==> src/design/ple_pkg.sv <==
`default_nettype none
// ----------------------------------------------------------------------------
// ple_pkg
// Shared codes and widths for the positional list engine.
// ----------------------------------------------------------------------------
package ple_pkg;

  localparam int WORD_W = 32;
  localparam int POS_W  = 8;

  typedef logic [2:0] cmd_t;
  typedef logic [1:0] status_t;

  localparam cmd_t CMD_INS_FRONT = 3'd0;
  localparam cmd_t CMD_INS_BACK  = 3'd1;
  localparam cmd_t CMD_INS_AT    = 3'd2;
  localparam cmd_t CMD_DEL_FRONT = 3'd3;
  localparam cmd_t CMD_DEL_BACK  = 3'd4;
  localparam cmd_t CMD_DEL_AT    = 3'd5;
  localparam cmd_t CMD_DUMP      = 3'd6;

  localparam status_t ST_OK     = 2'd0;
  localparam status_t ST_BADPOS = 2'd1;
  localparam status_t ST_FULL   = 2'd2;
  localparam status_t ST_EMPTY  = 2'd3;

endpackage
`default_nettype wire

==> src/design/ple_mem.sv <==
`default_nettype none
// ----------------------------------------------------------------------------
// ple_mem
// Element store: one write port, one read port, registered read data.
// ----------------------------------------------------------------------------
module ple_mem
  import ple_pkg::*;
#(
  parameter int DEPTH = 16
) (
  input  wire logic                             clk,
  input  wire logic                             we,
  input  wire logic [$clog2(DEPTH)-1:0]         waddr,
  input  wire logic signed [WORD_W-1:0]         wdata,
  input  wire logic [$clog2(DEPTH)-1:0]         raddr,
  output logic signed [WORD_W-1:0]              rdata
);

  logic signed [WORD_W-1:0] mem [DEPTH];

  always_ff @(posedge clk) begin
    if (we) begin
      mem[waddr] <= wdata;
    end
    rdata <= mem[raddr];
  end

endmodule
`default_nettype wire

==> src/design/positional_list_engine.sv <==
`default_nettype none
// ----------------------------------------------------------------------------
// positional_list_engine
// Bounded ordered list of signed words kept in a one-port-read RAM.
// ----------------------------------------------------------------------------
// Answers: tail inserts/deletes, no-ops and rejected commands answer in the cycle
//   after the accepting edge; any other insert or delete (head included) moves
//   one word per cycle through the RAM read/write pair.
// Dump: first word via the RAM read and output registers, then one word per cycle.
// busy drops as the last word of a command goes out; next start taken then.
// Reset (rst, synchronous): list empty, idle; RAM contents are not cleared.
module positional_list_engine
  import ple_pkg::*;
#(
  parameter int DEPTH = 16
) (
  input  wire logic                             clk,
  input  wire logic                             rst,
  input  wire logic                             start,
  output logic                                  busy,
  input  wire logic [2:0]                       command,
  input  wire logic signed [WORD_W-1:0]         value,
  input  wire logic [POS_W-1:0]                 position,
  output logic                                  valid,
  output logic [1:0]                            status,
  output logic [$clog2(DEPTH+1)-1:0]            length,
  output logic signed [WORD_W-1:0]              element,
  output logic                                  last
);

  localparam int AW = $clog2(DEPTH);
  localparam int CW = $clog2(DEPTH + 1);
  localparam int XW = POS_W + 1;   // compare width for position checks

  typedef enum logic [2:0] {S_IDLE, S_INS, S_DEL, S_FIN, S_DUMP} state_t;

  state_t                   state;
  logic [CW-1:0]            count;
  logic [AW-1:0]            rp;        // RAM read pointer
  logic [AW-1:0]            wa;        // write address for the word in flight
  logic [AW-1:0]            idx;       // target slot
  logic signed [WORD_W-1:0] val;
  logic                     is_ins;
  logic                     pend;      // RAM read data valid this cycle
  logic                     pend_last;
  logic                     rd_done;

  logic                     mem_we;
  logic [AW-1:0]            mem_wa;
  logic signed [WORD_W-1:0] mem_wd;
  logic signed [WORD_W-1:0] rdata;

  logic [AW-1:0]            ins_idx;
  logic [AW-1:0]            del_idx;
  logic                     ins_bad;
  logic                     del_bad;
  logic                     accept;
  logic [XW-1:0]            pos_x;
  logic [XW-1:0]            cnt_x;

  assign busy   = (state != S_IDLE);
  assign accept = start && !busy;
  assign pos_x  = XW'(position);
  assign cnt_x  = XW'(count);

  // Position decode: 1-based position to 0-based slot
  always_comb begin
    case (command)
      CMD_INS_FRONT: ins_idx = '0;
      CMD_INS_BACK:  ins_idx = AW'(count);
      default:       ins_idx = AW'(position - POS_W'(1));
    endcase
    case (command)
      CMD_DEL_FRONT: del_idx = '0;
      CMD_DEL_BACK:  del_idx = AW'(count - CW'(1));
      default:       del_idx = AW'(position - POS_W'(1));
    endcase
    ins_bad = (command == CMD_INS_AT) &&
              ((position == '0) || (pos_x > cnt_x + XW'(1)));
    del_bad = (command == CMD_DEL_AT) &&
              ((position == '0) || (pos_x > cnt_x));
  end

  // RAM port steering
  always_comb begin
    mem_we = 1'b0;
    mem_wa = idx;
    mem_wd = val;
    case (state)
      S_IDLE: begin
        // append at the tail needs no move: write straight in
        if (accept && (command == CMD_INS_FRONT || command == CMD_INS_BACK ||
                       command == CMD_INS_AT) &&
            (count != CW'(DEPTH)) && !ins_bad && (CW'(ins_idx) == count)) begin
          mem_we = 1'b1;
          mem_wa = ins_idx;
          mem_wd = value;
        end
      end
      S_INS, S_DEL: begin
        mem_we = pend;
        mem_wa = wa;
        mem_wd = rdata;
      end
      S_FIN: begin
        mem_we = is_ins;
      end
      default: begin
        mem_we = 1'b0;
      end
    endcase
  end

  ple_mem #(.DEPTH(DEPTH)) u_mem (
    .clk   (clk),
    .we    (mem_we),
    .waddr (mem_wa),
    .wdata (mem_wd),
    .raddr (rp),
    .rdata (rdata)
  );

  always_ff @(posedge clk) begin
    valid   <= 1'b0;
    element <= '0;
    last    <= 1'b1;
    if (rst) begin
      state     <= S_IDLE;
      count     <= '0;
      pend      <= 1'b0;
      pend_last <= 1'b0;
      rd_done   <= 1'b0;
    end else begin
      case (state)
        S_IDLE: begin
          if (accept) begin
            pend    <= 1'b0;
            rd_done <= 1'b0;
            length  <= count;
            case (command)
              CMD_INS_FRONT, CMD_INS_BACK, CMD_INS_AT: begin
                if (count == CW'(DEPTH)) begin
                  valid  <= 1'b1;
                  status <= ST_FULL;
                end else if (ins_bad) begin
                  valid  <= 1'b1;
                  status <= ST_BADPOS;
                end else if (CW'(ins_idx) == count) begin
                  valid  <= 1'b1;
                  status <= ST_OK;
                  count  <= count + CW'(1);
                  length <= count + CW'(1);
                end else begin
                  // move tail up by one, top down
                  idx    <= ins_idx;
                  val    <= value;
                  is_ins <= 1'b1;
                  rp     <= AW'(count - CW'(1));
                  state  <= S_INS;
                end
              end
              CMD_DEL_FRONT, CMD_DEL_BACK, CMD_DEL_AT: begin
                if (count == '0) begin
                  valid  <= 1'b1;
                  status <= ST_EMPTY;
                end else if (del_bad) begin
                  valid  <= 1'b1;
                  status <= ST_BADPOS;
                end else if (CW'(del_idx) == count - CW'(1)) begin
                  valid  <= 1'b1;
                  status <= ST_OK;
                  count  <= count - CW'(1);
                  length <= count - CW'(1);
                end else begin
                  // move tail down by one, bottom up
                  idx    <= del_idx;
                  is_ins <= 1'b0;
                  rp     <= del_idx + AW'(1);
                  state  <= S_DEL;
                end
              end
              CMD_DUMP: begin
                if (count == '0) begin
                  valid  <= 1'b1;
                  status <= ST_EMPTY;
                end else begin
                  rp    <= '0;
                  state <= S_DUMP;
                end
              end
              default: begin
                valid  <= 1'b1;
                status <= ST_OK;
              end
            endcase
          end
        end
        S_INS: begin
          if (!rd_done) begin
            pend <= 1'b1;
            wa   <= rp + AW'(1);
            if (rp == idx) begin
              rd_done <= 1'b1;
            end else begin
              rp <= rp - AW'(1);
            end
          end else begin
            pend  <= 1'b0;
            state <= S_FIN;
          end
        end
        S_DEL: begin
          if (!rd_done) begin
            pend <= 1'b1;
            wa   <= rp - AW'(1);
            if (rp == AW'(count - CW'(1))) begin
              rd_done <= 1'b1;
            end else begin
              rp <= rp + AW'(1);
            end
          end else begin
            pend  <= 1'b0;
            state <= S_FIN;
          end
        end
        S_FIN: begin
          valid  <= 1'b1;
          status <= ST_OK;
          if (is_ins) begin
            count  <= count + CW'(1);
            length <= count + CW'(1);
          end else begin
            count  <= count - CW'(1);
            length <= count - CW'(1);
          end
          state <= S_IDLE;
        end
        S_DUMP: begin
          if (!rd_done) begin
            pend      <= 1'b1;
            pend_last <= (rp == AW'(count - CW'(1)));
            if (rp == AW'(count - CW'(1))) begin
              rd_done <= 1'b1;
            end else begin
              rp <= rp + AW'(1);
            end
          end else begin
            pend <= 1'b0;
          end
          if (pend) begin
            valid   <= 1'b1;
            status  <= ST_OK;
            length  <= count;
            element <= rdata;
            last    <= pend_last;
            if (pend_last) begin
              state <= S_IDLE;
            end
          end
        end
        default: begin
          state <= S_IDLE;
        end
      endcase
    end
  end

endmodule
`default_nettype wire

==> config.mk <==
export PLATFORM = sky130hd
export DESIGN_NAME = positional_list_engine
export DESIGN_NICKNAME = d
export VERILOG_FILES = /design/src/design/ple_pkg.sv /design/src/design/ple_mem.sv /design/src/design/positional_list_engine.sv
export SDC_FILE = /design/constraint.sdc
export NUM_CORES = 1
export LEC_CHECK = 0
export ABC_CLOCK_PERIOD_IN_PS = 11200
export BUFFER_PORTS_ARGS = -buffer_cell sky130_fd_sc_hd__buf_2
export CAP_MARGIN = 20
export CORE_MARGIN = 3
export CORE_UTILIZATION = 50
export DETAILED_ROUTE_END_ITERATION = 7
export PLACE_DENSITY = 0.71
export SLEW_MARGIN = 20
export SYNTH_ARGS = -nofsm -noshare
export SYNTH_HDL_FRONTEND = slang
export SYNTH_SLANG_ARGS = --single-unit
==> constraint.sdc <==
create_clock -name clk -period 11.2 [get_ports clk]
set_clock_uncertainty 0.05 [all_clocks]
set_input_delay 3.36 -clock clk [delete_from_list [all_inputs] [get_ports clk]]
set_output_delay 3.36 -clock clk [all_outputs]
set_load 0.01 [all_outputs]
* Word level (Yosys, flattened, before mapping)
Memory sizes are Yosys's and may differ from the RTL's. A register that Yosys moved wholly into a read port is not among the register bits.
Cells that the tools add are included.
** Cells by class
- $add $sub $neg :: 7
- Order comparisons :: 2
- Equal/unequal tests :: 42
- Muxes and demuxes :: 96
- Bitwise operators :: 7
- Reductions and logical operators :: 41
** Operators by type and width (number)
- $mux 4 :: 21
- $pmux 32 s2 :: 1
- $mux 5 :: 9
- $pmux 4 s2 :: 5
- $mux 3 :: 11
- $mux 32 :: 1
- $ne 2x2->1 const B :: 14
- $mux 1 :: 24
- $ne 3x3->1 const B :: 8
- $pmux 4 s3 :: 2
- $pmux 5 s2 :: 2
- $mux 2 :: 9
- $pmux 3 s3 :: 2
- $ne 5x5->1 const B :: 3
- $pmux 5 s3 :: 1
- $reduce_and 15->1 :: 1
- $reduce_and 7->1 :: 2
- $eq 3x2->1 const B :: 4
- $eq 3x3->1 const B :: 4
- $pmux 1 s3 :: 4
- $pmux 2 s3 :: 2
- $reduce_and 12->1 :: 1
- $reduce_or 3->1 :: 4
- $eq 4x5->1 :: 2
- other kinds (26) :: 58
** Word-level totals
- Register bits :: 97
- RAM bits :: 512
- Bits of input ports :: 46
- Output and inout bits :: 42
- Word-level logic and storage cells :: 211
- Memories kept :: 1
** Memory list
- u_mem.mem :: words 16, width 32, rd ports 1, clocked after Yosys merged registers in 1, wr ports 1, line ple_mem.sv:19 : logic signed [WORD_W-1:0] mem [DEPTH];

* Longest topological paths before layout
- Depth after elaboration :: 11
- Gate-level depth with buffers :: 17
- Gate-level depth less buffers :: 12

* Hierarchy
A second synthesis with hierarchy kept.
** Second synthesis, totals
- Cells, all modules :: 1484
- Area total of the unflattened synthesis :: 25858.6 um^2
** By module, submodules not included
- ple_mem :: times used 1, cells an instance 838, area each 19854.0 um^2, sequential area each 16015.4 um^2
- positional_list_engine :: times used 1, cells an instance 646, area each 6004.5 um^2, sequential area each 2462.4 um^2

* Worst setup path after synthesis
Ideal clock, no wire load.
- Path kind :: input to register
- Start point :: in position[0]
- End point :: reg val[0], enable pin
- Setup time :: 0.513 ns
- Arrival time :: 8.182 ns
- Data required time :: 10.637 ns
- Setup slack :: 2.455 ns
- Stages on the path :: 10
- Path buffers :: 2
- Path through :: buf_4 inv_1 ha_1 and4_1 a21oi_1 o21ai_0 and3_1 clkbuf_1 nand2_1 nor4b_1
** Between the ends
- Cells in the longest elaborated chain, start to end :: 5
- Elaborated cells between the ends (all ways) :: 10
- Those cells by class :: 1 x add/sub; 1 x order compare; 1 x eq/ne; 1 x mux; 2 x bitwise; 4 x reduce/logical
** RTL lines
- start, declared :: line positional_list_engine.sv:23 : input wire logic [POS_W-1:0] position,
- $sub 4x1->4 (tied with other cells) :: line positional_list_engine.sv:71 : default: ins_idx = AW'(position - POS_W'(1));
- $pmux 4 s2 / $logic_or 1x1->1 (equally long branches) :: line positional_list_engine.sv:68, positional_list_engine.sv:79
- $eq 4x5->1 / $logic_and 1x1->1 (equally long branches) :: line positional_list_engine.sv:148, positional_list_engine.sv:78
- $not 1->1 (no source line)
- $reduce_and 7->1 (no source line) (*)
- end signal, assigned :: line positional_list_engine.sv:156 : val <= value;
- end, declared :: line positional_list_engine.sv:42 : logic signed [WORD_W-1:0] val;
Every way passes the cells marked *; elsewhere a longest branch is shown, timed or not.
A chain may end at the register's enable or synchronous reset.

* Worst setup path after layout
- Start point :: in position[0]
- End point :: mem u_mem.mem[3][22], enable pin
** Between the ends
- Cells in the longest elaborated chain, start to end :: 10
- Elaborated cells between the ends (all ways) :: 16
- Those cells by class :: 1 x add/sub; 1 x order compare; 1 x eq/ne; 7 x mux; 6 x reduce/logical
** RTL lines (line)
- branches (longest 10 deep; another with $sub 4x1->4)
- end, declared :: ple_mem.sv:19
Several ways; the timed one is not identified.

==> results.cfg <==
[critical_path]
startpoint_type = primary input
worstPathArrival_ns = 7.34
cp-end-kind = flop
crit_fanout = 18
required_ns = 11.42
criticalPathCategory = in -> reg

[synth]
synth_top_area_share_pct = 65.2
async_flop_share_pct = 0
synth_edf_count = 564
yosysTopAreaCell = edfxtp_1
syn_area_per_cell_sq_um = 17.7
seq_area_frac_synth_pct = 71.1
synthDistinctLibCells = 82
yosys_warnings = 0
syn_inst = 1466
synthFlopType = edfxtp_1
synthTopCellsByArea = edfxtp_1 65%, mux4_2 14%, dfxtp_1 5.9%
synth_fp_nets = 1530
ys_seq_elements = 641
syn-cell-area_sq_mm = 0.0260

[floorplan]
die_h_um = 234
std_cell_rows = 82
core_area_sq_mm = 0.0508
ioPinCount = 88
die-area_sq_mm = 0.0548
die_x_um = 234
start_util_pct = 51.2

[grt]
grt_use_total_pct = 21.5
grt_pass1_vias = 14400
grt_pass1_wl_um = 88400
grt_overflow = 0
grt_max_degree = 66
antenna_found_initial = 1

[clock_tree]
clk_pin_slew_ns = 0.06
clk_latency_ns = 0.62
cts_resized = 0
cts_sinks = 641
clockBufferDepth = 3
cts_buffers = 60
htreeDepth = 2
postCtsSetupBuffers = 0
cts_hold_buffers = 0
cts-root-buf = clkbuf_16
cts_tree = yes

[route]
dr.pass1.iters = 5
vias = 14000
vias_per_cell = 6.06
wire_per_inst_um = 24.8
drc = 0
wl_um = 57300
ant_nets = 0
drt-initial-drc-count = 1539

[timing]
relSlewSlack_pct = 27.4
fin_crit_sh_pct = 63.6
setup_violations = 0
finalMaxSlewViolations = 0
tns_ns = 0
finalHoldViolations = 0
rsz0062_at_grt = false
tightestPinTransition_ns = 1.09
finalCriticalPeriod_ns = 7.12
fmax_mhz = 140

[layout]
drive_gt1_share_pct = 26.6
final_cell_mix = 564 x edfxtp_1, 160 x mux4_2, 87 x buf_2, 82 x nand2_1, 77 x dfxtp_1
finish.instance_area_sq_mm = 0.0295
final_nets = 1649
layout_commonest_cell = edfxtp_1
fin_util_pct = 58.1
syn_to_final_growth_pct = 13.4

[place]
hpwl_um = 34500
place_area_sq_mm = 0.0275
io_buffers = 87
gp_congestion = 0.884

[pwr]
power.density_mw_per_mm2 = 238
p_leak_nw = 9.74
irDropWorstVdd_v = 0.000174

[run_status]
outcome = finished, final reports clean

[hold_path]
hold_path.class = reg -> reg

[run]
cap_violations = 0
worst paths after layout:
path	startpoint	to	slack, ns	depth (start not counted)
hold reg to reg	u_mem.rdata[30]	element[30]	0.41	1
setup reg to reg	count[1]	u_mem.mem[3][22]	5.48	13
setup / recovery	position[0]	u_mem.mem[3][22]	4.08	12
hold / removal	u_mem.rdata[30]	element[30]	0.41	1
where the power goes:
| part | switching (mW) | total [mW] | internal (mW) |
|---|---|---|---|
| clock network | 0.859 | 1.97 | 1.11 |
| registers | 0.0966 | 3.22 | 3.12 |
| logic | 1.15 | 1.84 | 0.693 |
| total | 2.11 | 7.03 | 4.92 |
synth_stat cells, types with 3 or more instances:
master / number
edfxtp_1: 564
mux4_2: 160
nand2_1: 82
dfxtp_1: 77
o21ai_0: 66
nor2_1: 64
clkbuf_1: 58
a21oi_1: 42
a22oi_1: 38
and2_1: 37
xnor2_1: 26
nand3_1: 20
ha_1: 18
inv_1: 18
buf_2: 14
nor3_1: 13
nand2b_1: 12
a31oi_1: 10
buf_1: 9
o22ai_1: 8
a211oi_1: 7
nor2b_1: 7
buf_4: 6
mux2i_1: 6
nand4_1: 6
a21o_1: 5
and3_1: 5
o211ai_1: 5
a221o_1: 4
nor4_1: 4
xor2_1: 4
nor3_2: 3
nor3b_1: 3
or3_1: 3
final cells by class:
class,instances,area (sq um)
diodes,1,2.50
clock buffers,85,1670
clock inverters,27,236
fillers,3772,21300
inverters,20,75.1
multi-input cells,717,7210
flip-flops and latches,641,18500
well taps,672,841
repair buffers,145,981
critical path, cell delays in order:
cell and delay [ns]:
buf_2 0.25, inv_1 0.18, ha_1 0.27, xnor2_1 0.44
nor3_1 0.12, nor3_1 0.21, nand3_1 0.31, o31ai_2 0.50
a21o_1 0.19, o221ai_1 0.39, nor2_4 0.63, buf_4 0.45
metal layers:
metal  vias up  routed length (um)  global-route usage [%]
met1      7220               24700                    31.6
met4         0                1430                    6.56
li1       6134                   -                       -
met5         -                   0                       0
met3       114                3680                    3.58
met2       525               27500                    33.5
cell families after synthesis:
logic type                 Yosys count  synth area share, %
muxes                              167                 14.1
adders and majority gates           18                0.866
buffers and inverters              108                 1.74
and+or+nand+nor                    279                 5.42
DFF                                641                 71.1
AOI/OAI and AO/OA                  222                 5.68
xor gates and xnor gates            31                 1.07
metrics by stage:
stage | setup slack (ns) | hold slack, ns | std cells | total power, mW
4_1_cts | 4.11 | 0.408 | 2304 | 7.08
3_5_place_dp | 3.48 | 0.392 | 2192 | 5.11
6_report | 4.08 | 0.407 | 2308 | 7.03
2_1_floorplan | 2.45 | 0.377 | 1466 | 4.46
3_3_place_gp | 3.58 | 0.389 | 2188 | 5.05
5_1_grt | 3.74 | 0.430 | 2307 | 7.35
sequential cells by signal, indices dropped and copies added, names as in the netlist, 3 cells and up:
name and cells:
wa 4, rp 4, val 32, idx 4, u_mem.rdata 32, element 32
u_mem.mem 512, state 3, count 5, length 5
Note: power is estimated with default switching activity, not from simulation.
